## config.mk

```make
export PLATFORM = sky130hd
export DESIGN_NAME = weighted_random_selector
export DESIGN_NICKNAME = d
export VERILOG_FILES = /design/src/sv/wrs_pkg.sv /design/src/sv/wrs_ram.sv /design/src/sv/wrs_mul.sv /design/src/sv/weighted_random_selector.sv
export SDC_FILE = /design/constraint.sdc
export NUM_CORES = 2
export LEC_CHECK = 0
export BUFFER_PORTS_ARGS = -buffer_cell sky130_fd_sc_hd__buf_2
export CAP_MARGIN = 0
export CORE_ASPECT_RATIO = 1.25
export CORE_MARGIN = 1
export CORE_UTILIZATION = 68
export CTS_CLUSTER_SIZE = 20
export DETAILED_ROUTE_END_ITERATION = 7
export GPL_TIMING_DRIVEN = 0
export PLACE_DENSITY_LB_ADDON = 0.15
export SYNTH_ARGS = -nofsm -noshare
export SYNTH_HDL_FRONTEND = slang
export SYNTH_HIERARCHICAL = 1
export SYNTH_SLANG_ARGS = --single-unit
```

## constraint.sdc

```tcl
create_clock -name aclk -period 15 [get_ports aclk]
set_input_delay 1.5 -clock aclk [delete_from_list [all_inputs] [get_ports aclk]]
set_output_delay 1.5 -clock aclk [all_outputs]
set_load 0.05 [all_outputs]
```

## src/sv/wrs_pkg.sv

```systemverilog
// ----------------------------------------------------------------------------
// wrs_pkg
// Shared constants and codes for the weighted random selector.
// ----------------------------------------------------------------------------
`default_nettype none

package wrs_pkg;

    // Default table depth and weight width
    localparam int MAX_ITEMS_DEF   = 16;
    localparam int WEIGHT_BITS_DEF = 16;

    // Park-Miller generator constants
    localparam logic [14:0] PM_MULT = 15'd16807;
    localparam logic [30:0] PM_MOD  = 31'h7FFF_FFFF;

    // Request function codes
    typedef enum logic [1:0] {
        FUNC_ADD     = 2'd0,
        FUNC_SET_SLT = 2'd1,
        FUNC_SET_VAL = 2'd2,
        FUNC_DRAW    = 2'd3
    } func_t;

    // Result status codes
    typedef enum logic [1:0] {
        ST_OK       = 2'd0,
        ST_NONE     = 2'd1,
        ST_FULL     = 2'd2,
        ST_BAD_SLOT = 2'd3
    } status_t;

endpackage

`default_nettype wire

```

## src/sv/wrs_ram.sv

```systemverilog
// ----------------------------------------------------------------------------
// wrs_ram
// Generic single-write, single-read RAM with registered read data.
// ----------------------------------------------------------------------------
`default_nettype none

module wrs_ram #(
    parameter int WIDTH = 8,
    parameter int DEPTH = 16
) (
    input  wire logic                     aclk,
    input  wire logic                     we,
    input  wire logic [$clog2(DEPTH)-1:0] waddr,
    input  wire logic [WIDTH-1:0]         wdata,
    input  wire logic [$clog2(DEPTH)-1:0] raddr,
    output logic      [WIDTH-1:0]         rdata
);

    logic [WIDTH-1:0] mem [DEPTH];

    // Write and registered read
    always_ff @(posedge aclk) begin
        if (we) begin
            mem[waddr] <= wdata;
        end
        rdata <= mem[raddr];
    end

endmodule

`default_nettype wire

```

## src/sv/wrs_mul.sv

```systemverilog
// ----------------------------------------------------------------------------
// wrs_mul
// Serial shift-add multiplier, one multiplier bit per cycle.
// ----------------------------------------------------------------------------
`default_nettype none

module wrs_mul #(
    parameter int AW = 31,
    parameter int BW = 21
) (
    input  wire logic             aclk,
    input  wire logic             aresetn,
    input  wire logic             start,
    input  wire logic [AW-1:0]    a,
    input  wire logic [BW-1:0]    b,
    output logic                  done,
    output logic      [AW+BW-1:0] product
);

    localparam int PW = AW + BW;
    localparam int CW = $clog2(BW + 1);

    logic [PW-1:0] prod_reg, prod_next;
    logic [PW-1:0] mcand_reg, mcand_next;
    logic [BW-1:0] mplier_reg, mplier_next;
    logic [CW-1:0] cnt_reg, cnt_next;
    logic          busy_reg, busy_next;
    logic          done_reg, done_next;

    // Add the shifted multiplicand for each set multiplier bit
    always_comb begin
        prod_next   = prod_reg;
        mcand_next  = mcand_reg;
        mplier_next = mplier_reg;
        cnt_next    = cnt_reg;
        busy_next   = busy_reg;
        done_next   = 1'b0;
        if (start) begin
            prod_next   = '0;
            mcand_next  = PW'(a);
            mplier_next = b;
            cnt_next    = CW'(BW);
            busy_next   = 1'b1;
        end else if (busy_reg) begin
            if (mplier_reg[0]) begin
                prod_next = prod_reg + mcand_reg;
            end
            mcand_next  = mcand_reg << 1;
            mplier_next = mplier_reg >> 1;
            cnt_next    = cnt_reg - 1'b1;
            if (cnt_reg == CW'(1)) begin
                busy_next = 1'b0;
                done_next = 1'b1;
            end
        end
    end

    always_ff @(posedge aclk) begin
        if (!aresetn) begin
            busy_reg <= 1'b0;
            done_reg <= 1'b0;
            cnt_reg  <= '0;
        end else begin
            busy_reg <= busy_next;
            done_reg <= done_next;
            cnt_reg  <= cnt_next;
        end
        prod_reg   <= prod_next;
        mcand_reg  <= mcand_next;
        mplier_reg <= mplier_next;
    end

    assign done    = done_reg;
    assign product = prod_reg;

endmodule

`default_nettype wire

```

## src/sv/weighted_random_selector.sv

```systemverilog
// ----------------------------------------------------------------------------
// weighted_random_selector
// Weighted item table with a Park-Miller draw, run by a small sequencer.
// ----------------------------------------------------------------------------
// One request at a time; s_tready is high only while the sequencer is idle.
// Add and set-by-slot go from idle straight to the result push. Set-by-value
// reads the entries in order until a value matches. A draw sums all weights,
// steps the seed and starts the serial seed*sum multiply; SUMW = WEIGHT_BITS +
// clog2(MAX_ITEMS+1) is the width of that multiply, which
// holds the sequencer until it is done. The
// single read port of the weight memory, walked once per entry pair to
// form each item's cumulative threshold, is what bounds a draw. The result sits
// in an output register, so a pending result does not block the next request
// from being taken.
`default_nettype none

module weighted_random_selector #(
    parameter int MAX_ITEMS   = wrs_pkg::MAX_ITEMS_DEF,
    parameter int WEIGHT_BITS = wrs_pkg::WEIGHT_BITS_DEF
) (
    input  wire logic        aclk,
    input  wire logic        aresetn,
    // configuration: seed_start
    input  wire logic        cfg_wr_en,
    input  wire logic [30:0] cfg_wr_data,
    // request channel
    input  wire logic        s_tvalid,
    output logic             s_tready,
    input  wire logic [55:0] s_tdata,   // slot[3:0], value_in[35:4], weight_in[51:36]
    input  wire logic [1:0]  s_tuser,   // func[1:0]
    // result channel
    output logic             m_tvalid,
    input  wire logic        m_tready,
    output logic      [39:0] m_tdata,   // slot_out[3:0], value_out[35:4]
    output logic      [1:0]  m_tuser    // status[1:0]
);

    localparam int IDXW = $clog2(MAX_ITEMS);
    localparam int CNTW = $clog2(MAX_ITEMS + 1);
    localparam int SUMW = WEIGHT_BITS + CNTW;
    localparam int PW   = 31 + SUMW;

    typedef enum logic [14:0] {
        S_IDLE    = 15'b000000000000001,
        S_PUSH    = 15'b000000000000010,
        S_F_RD    = 15'b000000000000100,
        S_F_CMP   = 15'b000000000001000,
        S_SUM_RD  = 15'b000000000010000,
        S_SUM_ACC = 15'b000000000100000,
        S_SEED    = 15'b000000001000000,
        S_MUL     = 15'b000000010000000,
        S_J_RD    = 15'b000000100000000,
        S_J_CHK   = 15'b000001000000000,
        S_I_RD    = 15'b000010000000000,
        S_I_ACC   = 15'b000100000000000,
        S_J_CMP   = 15'b001000000000000,
        S_V_RD    = 15'b010000000000000,
        S_V_GET   = 15'b100000000000000
    } state_t;

    state_t state_reg, state_next;

    // Request fields
    logic [1:0]             in_func;
    logic [3:0]             in_slot;
    logic [31:0]            in_value;
    logic [WEIGHT_BITS-1:0] in_weight;
    logic                   req;

    assign in_func   = s_tuser;
    assign in_slot   = s_tdata[3:0];
    assign in_value  = s_tdata[35:4];
    assign in_weight = WEIGHT_BITS'(s_tdata[51:36]);
    assign req       = s_tvalid && s_tready;

    // Control and datapath registers
    logic [CNTW-1:0]        count_reg, count_next;
    logic [30:0]            seed_reg, seed_next;
    logic [IDXW-1:0]        i_reg, i_next;
    logic [IDXW-1:0]        j_reg, j_next;
    logic [IDXW-1:0]        best_reg, best_next;
    logic                   found_reg, found_next;
    logic [SUMW-1:0]        sum_reg, sum_next;
    logic [SUMW-1:0]        cum_reg, cum_next;
    logic [SUMW-1:0]        best_cum_reg, best_cum_next;
    logic [WEIGHT_BITS-1:0] wj_reg, wj_next;
    logic [31:0]            val_reg, val_next;
    logic [WEIGHT_BITS-1:0] w_reg, w_next;
    logic [1:0]             res_st_reg, res_st_next;
    logic [3:0]             res_slot_reg, res_slot_next;
    logic [31:0]            res_val_reg, res_val_next;
    logic                   m_valid_reg, m_valid_next;
    logic [39:0]            m_data_reg, m_data_next;
    logic [1:0]             m_user_reg, m_user_next;

    // Memories
    logic                   wt_we, val_we;
    logic [IDXW-1:0]        wt_waddr, wt_raddr, val_raddr;
    logic [WEIGHT_BITS-1:0] wt_wdata, wt_rdata;
    logic [31:0]            val_rdata;

    wrs_ram #(.WIDTH(WEIGHT_BITS), .DEPTH(MAX_ITEMS)) u_wt_ram (
        .aclk  (aclk),
        .we    (wt_we),
        .waddr (wt_waddr),
        .wdata (wt_wdata),
        .raddr (wt_raddr),
        .rdata (wt_rdata)
    );

    wrs_ram #(.WIDTH(32), .DEPTH(MAX_ITEMS)) u_val_ram (
        .aclk  (aclk),
        .we    (val_we),
        .waddr (count_reg[IDXW-1:0]),
        .wdata (in_value),
        .raddr (val_raddr),
        .rdata (val_rdata)
    );

    // Serial seed*sum multiplier
    logic          mul_start, mul_done;
    logic [PW-1:0] mul_prod;

    wrs_mul #(.AW(31), .BW(SUMW)) u_mul (
        .aclk    (aclk),
        .aresetn (aresetn),
        .start   (mul_start),
        .a       (seed_next),
        .b       (sum_reg),
        .done    (mul_done),
        .product (mul_prod)
    );

    // Generator step: seed*16807 folded mod 2^31-1
    logic [45:0] seed_prod;
    logic [31:0] seed_fold;
    logic [30:0] seed_step;

    always_comb begin
        seed_prod = seed_reg * wrs_pkg::PM_MULT;
        seed_fold = 32'(seed_prod[30:0]) + 32'(seed_prod[45:31]);
        if (seed_fold >= 32'(wrs_pkg::PM_MOD)) begin
            seed_step = 31'(seed_fold - 32'(wrs_pkg::PM_MOD));
        end else begin
            seed_step = seed_fold[30:0];
        end
    end

    // Threshold compare: seed*sum >= cum*(2^31-1)
    logic [PW-1:0] cum_scaled;
    logic          thr_ok;
    logic          last_i, last_j, i_before_j;
    logic [SUMW-1:0] sum_acc;

    assign cum_scaled = {cum_reg, 31'd0} - PW'(cum_reg);
    assign thr_ok     = mul_prod >= cum_scaled;
    assign last_i     = CNTW'(i_reg) == count_reg - 1'b1;
    assign last_j     = CNTW'(j_reg) == count_reg - 1'b1;
    assign i_before_j = (i_reg != j_reg) &&
                        ((wt_rdata < wj_reg) || (wt_rdata == wj_reg && i_reg < j_reg));
    assign sum_acc    = sum_reg + SUMW'(wt_rdata);

    // Read address select
    assign wt_raddr  = (state_reg == S_J_RD) ? j_reg : i_reg;
    assign val_raddr = (state_reg == S_V_RD) ? best_reg : i_reg;

    // Sequencer
    always_comb begin
        state_next    = state_reg;
        count_next    = count_reg;
        seed_next     = seed_reg;
        i_next        = i_reg;
        j_next        = j_reg;
        best_next     = best_reg;
        found_next    = found_reg;
        sum_next      = sum_reg;
        cum_next      = cum_reg;
        best_cum_next = best_cum_reg;
        wj_next       = wj_reg;
        val_next      = val_reg;
        w_next        = w_reg;
        res_st_next   = res_st_reg;
        res_slot_next = res_slot_reg;
        res_val_next  = res_val_reg;
        m_valid_next  = m_valid_reg;
        m_data_next   = m_data_reg;
        m_user_next   = m_user_reg;
        wt_we         = 1'b0;
        wt_waddr      = i_reg;
        wt_wdata      = w_reg;
        val_we        = 1'b0;
        mul_start     = 1'b0;

        // Drop the result once taken
        if (m_tvalid && m_tready) begin
            m_valid_next = 1'b0;
        end

        unique case (state_reg)
            S_IDLE: begin
                if (req) begin
                    val_next      = in_value;
                    w_next        = in_weight;
                    res_st_next   = wrs_pkg::ST_OK;
                    res_slot_next = '0;
                    res_val_next  = '0;
                    i_next        = '0;
                    sum_next      = '0;
                    state_next    = S_PUSH;
                    unique case (in_func)
                        wrs_pkg::FUNC_ADD: begin
                            if (count_reg >= CNTW'(MAX_ITEMS)) begin
                                res_st_next = wrs_pkg::ST_FULL;
                            end else begin
                                wt_we         = 1'b1;
                                wt_waddr      = count_reg[IDXW-1:0];
                                wt_wdata      = in_weight;
                                val_we        = 1'b1;
                                res_slot_next = 4'(count_reg);
                                count_next    = count_reg + 1'b1;
                            end
                        end
                        wrs_pkg::FUNC_SET_SLT: begin
                            if ({4'd0, in_slot} >= 8'(count_reg)) begin
                                res_st_next = wrs_pkg::ST_BAD_SLOT;
                            end else begin
                                wt_we    = 1'b1;
                                wt_waddr = IDXW'(in_slot);
                                wt_wdata = in_weight;
                            end
                        end
                        wrs_pkg::FUNC_SET_VAL: begin
                            if (count_reg == '0) begin
                                res_st_next = wrs_pkg::ST_NONE;
                            end else begin
                                state_next = S_F_RD;
                            end
                        end
                        default: begin
                            if (count_reg == '0) begin
                                res_st_next = wrs_pkg::ST_NONE;
                            end else begin
                                state_next = S_SUM_RD;
                            end
                        end
                    endcase
                end
            end
            S_F_RD: begin
                state_next = S_F_CMP;
            end
            S_F_CMP: begin
                if (val_rdata == val_reg) begin
                    wt_we      = 1'b1;
                    state_next = S_PUSH;
                end else if (last_i) begin
                    res_st_next = wrs_pkg::ST_NONE;
                    state_next  = S_PUSH;
                end else begin
                    i_next     = i_reg + 1'b1;
                    state_next = S_F_RD;
                end
            end
            S_SUM_RD: begin
                state_next = S_SUM_ACC;
            end
            S_SUM_ACC: begin
                sum_next = sum_acc;
                if (!last_i) begin
                    i_next     = i_reg + 1'b1;
                    state_next = S_SUM_RD;
                end else if (sum_acc == '0) begin
                    res_st_next = wrs_pkg::ST_NONE;
                    state_next  = S_PUSH;
                end else begin
                    state_next = S_SEED;
                end
            end
            S_SEED: begin
                seed_next  = seed_step;
                mul_start  = 1'b1;
                state_next = S_MUL;
            end
            S_MUL: begin
                if (mul_done) begin
                    j_next        = '0;
                    found_next    = 1'b0;
                    best_next     = '0;
                    best_cum_next = '0;
                    state_next    = S_J_RD;
                end
            end
            S_J_RD: begin
                state_next = S_J_CHK;
            end
            S_J_CHK: begin
                wj_next  = wt_rdata;
                i_next   = '0;
                cum_next = '0;
                if (wt_rdata != '0) begin
                    state_next = S_I_RD;
                end else if (last_j) begin
                    state_next = S_V_RD;
                end else begin
                    j_next     = j_reg + 1'b1;
                    state_next = S_J_RD;
                end
            end
            S_I_RD: begin
                state_next = S_I_ACC;
            end
            S_I_ACC: begin
                if (i_before_j) begin
                    cum_next = cum_reg + SUMW'(wt_rdata);
                end
                if (last_i) begin
                    state_next = S_J_CMP;
                end else begin
                    i_next     = i_reg + 1'b1;
                    state_next = S_I_RD;
                end
            end
            S_J_CMP: begin
                // Keep the positive item with the highest passing threshold
                if (thr_ok && (!found_reg || cum_reg > best_cum_reg)) begin
                    found_next    = 1'b1;
                    best_cum_next = cum_reg;
                    best_next     = j_reg;
                end
                if (last_j) begin
                    state_next = S_V_RD;
                end else begin
                    j_next     = j_reg + 1'b1;
                    state_next = S_J_RD;
                end
            end
            S_V_RD: begin
                state_next = S_V_GET;
            end
            S_V_GET: begin
                if (found_reg) begin
                    res_slot_next = 4'(best_reg);
                    res_val_next  = val_rdata;
                end else begin
                    res_st_next = wrs_pkg::ST_NONE;
                end
                state_next = S_PUSH;
            end
            S_PUSH: begin
                // Hold until the output register is free
                if (!m_tvalid || m_tready) begin
                    m_valid_next = 1'b1;
                    m_data_next  = {4'd0, res_val_reg, res_slot_reg};
                    m_user_next  = res_st_reg;
                    state_next   = S_IDLE;
                end
            end
            default: begin
                state_next = S_IDLE;
            end
        endcase

        // Seed load from configuration
        if (cfg_wr_en) begin
            seed_next = cfg_wr_data;
        end
    end

    always_ff @(posedge aclk) begin
        if (!aresetn) begin
            state_reg   <= S_IDLE;
            count_reg   <= '0;
            seed_reg    <= 31'd1;
            m_valid_reg <= 1'b0;
        end else begin
            state_reg   <= state_next;
            count_reg   <= count_next;
            seed_reg    <= seed_next;
            m_valid_reg <= m_valid_next;
        end
        i_reg        <= i_next;
        j_reg        <= j_next;
        best_reg     <= best_next;
        found_reg    <= found_next;
        sum_reg      <= sum_next;
        cum_reg      <= cum_next;
        best_cum_reg <= best_cum_next;
        wj_reg       <= wj_next;
        val_reg      <= val_next;
        w_reg        <= w_next;
        res_st_reg   <= res_st_next;
        res_slot_reg <= res_slot_next;
        res_val_reg  <= res_val_next;
        m_data_reg   <= m_data_next;
        m_user_reg   <= m_user_next;
    end

    assign s_tready = (state_reg == S_IDLE);
    assign m_tvalid = m_valid_reg;
    assign m_tdata  = m_data_reg;
    assign m_tuser  = m_user_reg;

    // Checks
    a_count_bound: assert property (@(posedge aclk) disable iff (!aresetn)
        count_reg <= CNTW'(MAX_ITEMS))
        else $error("item count exceeds table depth");

    a_one_request: assert property (@(posedge aclk) disable iff (!aresetn)
        req |=> !s_tready)
        else $error("request taken while busy");

    a_mul_done: assert property (@(posedge aclk) disable iff (!aresetn)
        mul_done |-> state_reg == S_MUL)
        else $error("multiplier finished outside its wait state");

    a_j_range: assert property (@(posedge aclk) disable iff (!aresetn)
        (state_reg == S_J_CMP) |-> CNTW'(j_reg) < count_reg)
        else $error("draw index beyond item count");

endmodule

`default_nettype wire
```

# After elaboration in Yosys (flattened, before gate mapping)
# Memory sizes are Yosys's and may differ from the RTL's. A register that Yosys moved wholly into a read port is not among the register bits.
# Cells that the tools add are included.
# Widths: inputs -> output; s select.
[word_totals]
ff_bits = 400
ram_bits = 768
input_bits = 94
output_inout_bits = 44
word_cells = 219
n_memories = 2
[memory_table]
columns = ["name", "depth", "word_bits", "read_ports", "rd_ports_with_merged_regs", "wr", "line_no", "source"]
rows = [
  ["u_val_ram.mem", 16, 32, 1, 1, 1, "wrs_ram.sv:19", "logic [WIDTH-1:0] mem [DEPTH];"],
  ["u_wt_ram.mem", 16, 16, 1, 1, 1, "wrs_ram.sv:19", ""],
]
[classes]
addsub = 11
multipliers = 1
order_cmp = 7
n_eq_ne = 35
mux = 95
bitwise_logic = 3
n_reduce_logical = 38
[op_table]
columns = ["operator", "n"]
rows = [
  ["$pmux 15 s15", 1],
  ["$mux 31", 5],
  ["$mux 21", 6],
  ["$pmux 21 s2", 3],
  ["$mux 4", 17],
  ["$mux 16", 4],
  ["$mux 32", 2],
  ["$pmux 32 s2", 1],
  ["$add 52x52->52", 1],
  ["$ge 52x52->1", 1],
  ["$sub 52x21->52", 1],
  ["$mul 31x15->46 const B", 1],
  ["$mux 15", 3],
  ["$add 21x16->21", 2],
  ["$add 31x15->32", 1],
  ["$eq 32x32->1", 1],
  ["$ge 32x31->1 const B", 1],
  ["$pmux 16 s2", 1],
  ["$sub 31x31->31 const B", 1],
  ["$mux 14", 2],
  ["$pmux 4 s2", 3],
  ["$mux 1", 22],
  ["$gt 21x21->1", 1],
  ["$logic_not 21->1", 1],
  ["other kinds (57)", 108],
]

# Longest topological paths before layout
[depth]
ltp_word = 7
depth_mapped = 45
ltp_nobuf = 42

# Cells and area by module
# The synthesis kept the hierarchy.
[by_module_without_submodules]
columns = ["mod", "n_inst", "cells_per_inst", "area_per_inst_um2", "seq_area_each_um2"]
rows = [
  ["weighted_random_selector", 1, 2560, 24765.0, 7527.2],
  ["wrs_ram (u_val_ram)", 1, 838, 19835.3, 16015.4],
  ["wrs_ram (u_wt_ram)", 1, 432, 10042.1, 8007.7],
  ["wrs_mul", 1, 839, 7961.4, 3163.0],
]

# Worst setup path before layout
# OpenSTA, ideal clock, no wires.
[synth_path]
kind = "flip-flop to flip-flop"
start = "register seed_reg[17]"
end = "register u_mul.mcand_reg[14] (data pin)"
setup_time_ns = 0.260
arrival_time_ns = 9.483
required_ns = 14.740
setup_slack_ns = 5.257
stages_incl_launch_ff = 41
n_path_buf = 3
period_less_slack_ns = 9.743
path_cell_list = "dfxtp_1 -> inv_1 -> fa_1 -> inv_1 -> ha_1 -> inv_1 -> fa_1 -> inv_1 -> fa_1 -> fa_1 -> fa_1 -> ha_1 -> clkbuf_1 -> a21oi_1 -> o211ai_1 -> a221o_1 -> or3_1 -> a21oi_1 -> [... 5 more ...] -> a21oi_1 -> xnor2_1 -> ha_1 -> a2111o_1 -> o22ai_1 -> a21oi_1 -> a41oi_1 -> clkbuf_1 -> and4_1 -> mux2i_1 -> o22ai_1 -> nor4bb_1 -> nand4_1 -> buf_2 -> a211oi_1 -> o221ai_1 -> o21a_1 -> mux2_2"
[synth_via]
elab_chain_cells = 7
word_cells_on_any_way = 8
classes_between = "add/sub (2); mul (1); order compare (1); mux (4)"
[synth_lines]
columns = ["item", "line_no", "source"]
rows = [
  ["start, declared", "weighted_random_selector.sv:78", "logic [30:0] seed_reg, seed_next;"],
  ["start signal, assigned", "weighted_random_selector.sv:378", "seed_reg <= seed_next;"],
  ["$mul 31x15->46 (*)", "weighted_random_selector.sv:140", "seed_prod = seed_reg * wrs_pkg::PM_MULT;"],
  ["$add 31x15->32 (*)", "weighted_random_selector.sv:141", "seed_fold = 32'(seed_prod[30:0]) + 32'(seed_prod[45:31]);"],
  ["$sub 31x31->31 or $ge 32x31->1 (tied branches)", "weighted_random_selector.sv:143, weighted_random_selector.sv:142", ""],
  ["$mux 31 (*)", "weighted_random_selector.sv:142", "if (seed_fold >= 32'(wrs_pkg::PM_MOD)) begin"],
  ["$mux 31 (*)", "weighted_random_selector.sv:199", "unique case (state_reg)"],
  ["$mux 31 (*)", "weighted_random_selector.sv:364", "if (cfg_wr_en) begin"],
  ["net seed_next[14]", "weighted_random_selector.sv:78", ""],
  ["$mux 31 (*)", "wrs_mul.sv:38", "if (start) begin"],
  ["net u_mul.mcand_next[14]", "wrs_mul.sv:24", "logic [PW-1:0] mcand_reg, mcand_next;"],
  ["end signal, assigned", "wrs_mul.sv:69", "mcand_reg <= mcand_next;"],
  ["end, declared", "wrs_mul.sv:24", ""],
]
# The timed path passes the listed nets; every way through them passes the cells marked *.
# A chain may end at the register's enable or synchronous reset.

# Worst setup path after layout
[layout_path]
start = "register seed_reg[14]"
end = "register u_mul.mcand_reg[14] (data pin)"
[layout_via]
elab_chain_cells = 7
word_cells_on_any_way = 8
classes_between = "add/sub (2); mul (1); order compare (1); mux (4)"
[layout_lines]
columns = ["item", "line_no"]
rows = [
  ["$mul 31x15->46", "weighted_random_selector.sv:140"],
  ["$add 31x15->32", "weighted_random_selector.sv:141"],
  ["$sub 31x31->31 or $ge 32x31->1 (tied branches)", "weighted_random_selector.sv:143, weighted_random_selector.sv:142"],
  ["$mux 31", "weighted_random_selector.sv:142"],
  ["$mux 31 (*)", "weighted_random_selector.sv:199"],
  ["$mux 31 (*)", "weighted_random_selector.sv:364"],
  ["net seed_next[14]", "weighted_random_selector.sv:78"],
  ["$mux 31 (*)", "wrs_mul.sv:38"],
  ["net u_mul.mcand_next[14]", "wrs_mul.sv:24"],
]
# Marks and branches as above.

==> impl_metrics.tcl <==
set metrics [dict create \
    outcome "complete, but fails checks" \
    violations "DRC" \
    cts_setup_buffers 0 \
    yosys.area.top_type "edfxtp_1" \
    period_share 0.794 \
    nets 5578 \
    cts_inserted_buffers 110 \
    worstMarginPinSlew_ps 1270 \
    synthArstFlopShare 0 \
    worst_slack_ps 3090 \
    pwr-share-seq 0.372 \
    synthFlopType "edfxtp_1" \
    p_sw_frac 0.354 \
    finalHoldViolCount 0 \
    htree_levels 3 \
    clk_latency_ps 720 \
    maxCapViolCount 0 \
    antenna_found_initial 13 \
    clock-root-buffer "clkbuf_16" \
    area_growth_pct 11.0 \
    cts_sinks 1216 \
    required_ps 15440 \
    ys_seq_area_frac 0.554 \
    postCtsHoldBufs 0 \
    rows 124 \
    cts_resized 0 \
    final_max_slew_viol_count 0 \
    final_common_cell "edfxtp_1" \
    largest_register_ffs 512 \
    syn_inst 4669 \
    ios 138 \
    rsz0062_at_grt "no" \
    largest_registers "u_val_ram/mem (512), u_wt_ram/mem (256)" \
    synth_edf_count 1036 \
    finalSetupViolations 0 \
    synthTopCellsByArea "edfxtp_1, ha_1, mux4_2, dfxtp_1, fa_1" \
    p_comb_frac 0.355 \
    slowest_stage "nor4_1" \
    fin_crit_ps 11910 \
    hold_class "reg -> reg" \
    fmax_ghz 0.0840 \
    crit_path_start_kind "flip-flop" \
    die_h_um 341 \
    path_clk_slew_ps 60 \
    cp_max_fo 10 \
    cts_tree "done" \
    ys_seq_elements 1216 \
    vias_per_cell 6.59 \
    cp.arrival_ps 12350 \
    grt_max_degree 53 \
    syn_area_per_cell_um2 13.4 \
    netlist_area_um2 62600 \
    p_leak_nw 26.5 \
    drt_wl_total_mm 165 \
    core_um2 91400 \
    drive_gt1_frac 0.154 \
    p_switching_mw 3.84 \
    grt.total_usage 0.357 \
    top_register "u_val_ram/mem" \
    crit_path_frequent_cell "fa_1" \
    critical_path_class "reg -> reg" \
    grt_pass1_wl_mm 247 \
    numPortBuffers 128 \
    relSlewSlack 0.152 \
    synth_top_area_share 0.497 \
    yosys_warnings 6 \
    antenna_left 0 \
    vias 41217 \
    grt_pass1_vias 41239 \
    dieWidth_um 273 \
    die_area_um2 93300 \
    drtIter0Drc 4601 \
    finClkSkew_ps 43.3 \
    dr.pass1.iters 8 \
    pre_cts_ws_ps 3270 \
    p_per_area_nw_per_um2 156 \
    tns_ps 0 \
    grt_overflow 0 \
    n_fill_cell 5516 \
    cp-end-kind "flip-flop" \
    cts.path.max_buffers 3 \
    wl_per_cell_um 26.4 \
    holdWs_ps 418 \
    p_int_mw 7.00 \
    slowest_delay_ps 770 \
    clockPowerShare 0.273 \
    place_hpwl_mm 114 \
    yosysUniqueCellTypes 114 \
    place_congestion 0.991 \
    start_util 0.685 \
    ir_drop_uv 127 \
    route.detailed.drc 2 \
    final_cell_mix "edfxtp_1, ha_1, inv_1, nand2_1" \
]
## area by class of cell
class | count | area [um^2] | area share
flip-flops and latches | 1216 | 34700 | 0.499
multi-input cells | 2901 | 25800 | 0.371
clock buffers | 141 | 3030 | 0.0436
well taps | 1197 | 1500 | 0.0215
inverters | 378 | 1420 | 0.0204
repair buffers | 172 | 1360 | 0.0196
plain buffers | 177 | 846 | 0.0122
clock inverters | 69 | 817 | 0.0118
diodes | 6 | 15.0 | 0.000216
## power groups by stage
stage / combinational, mW / clock, mW / sequential, mW
floorplan: 2.78 / 0 / 4.03
global route: 4.22 / 3.10 / 4.04
global placement: 3.64 / 0 / 4.09
finish: 3.85 / 2.96 / 4.03
detailed placement: 3.73 / 0 / 4.09
CTS: 3.79 / 2.97 / 4.03
## stage by stage
step / total power, mW / std cells / area, um^2 / utilization
final: 10.8 / 6257 / 69500 / 0.761
after global routing: 11.4 / 6254 / 69500 / 0.761
after CTS: 10.8 / 6251 / 69500 / 0.761
after detailed placement: 7.83 / 6041 / 65600 / 0.718
after global placement: 7.74 / 5997 / 64800 / 0.709
after floorplan: 6.81 / 4672 / 62600 / -
## cells in the mapped netlist (17+ instances only)
cell and n:
fa_1 137, nand2b_1 40, nor4_1 35, or3_1 31
inv_1 374, dfxtp_1 180, mux2_2 75, nand2_1 296
buf_4 18, o21bai_1 17, xnor2_1 109, a211oi_1 28
a22oi_1 101, o31ai_1 19, clkbuf_1 104, nor2_1 239
buf_2 23, a21oi_1 215, buf_1 20, mux2i_1 29
nor3_1 69, a21o_1 77, nor2b_1 44, mux4_2 182
xor2_1 86, and3_1 21, ha_1 391, nand4_1 55
o21a_1 37, o21ai_0 132, nand3_1 53, edfxtp_1 1036
a31oi_1 18, and2_1 105
## per-layer routing
layer	global-route usage	vias to the layer above	part of all wire
li1	-	18013	-
met1	0.450	20368	0.36
met2	0.602	2341	0.50
met3	0.0627	483	0.090
met4	0.167	12	0.049
met5	0	-	0.00041
## worst paths after layout
| check | startpoint | to | cells past startpoint | slack [ps] |
|---|---|---|---|---|
| setup / recovery | seed_reg[14] | u_mul/mcand_reg[14] | 38 | 3090 |
| hold / removal | res_slot_reg[2] | m_tdata[2] | 0 | 420 |
| setup reg to reg | seed_reg[14] | u_mul/mcand_reg[14] | 38 | 3090 |
| hold reg to reg | res_slot_reg[2] | m_tdata[2] | 0 | 420 |
## cell families (layout without fill, tap and decap cells)
| group | after synthesis | after routing | synth area share |
|---|---|---|---|
| fa+ha+maj | 528 | 528 | 0.122 |
| xor+xnor | 195 | 195 | 0.0273 |
| mux | 296 | 296 | 0.0878 |
| other cells | 1 | 10 | 0.0000599 |
| flops | 1216 | 1216 | 0.554 |
| buf+inv | 555 | 937 | 0.0362 |
| compound gates | 796 | 796 | 0.0852 |
| simple gates | 1082 | 1082 | 0.0871 |
## worst max-delay path: cells and delay by family, from the launching register on
kind	cells	cell delay [ps]
flops	1	740
buf+inv	7	1450
mux	2	330
fa+ha+maj	8	3410
compound gates	14	3750
simple gates	6	1790
xor+xnor	1	150
Note: power is estimated with default switching activity, not from simulation.
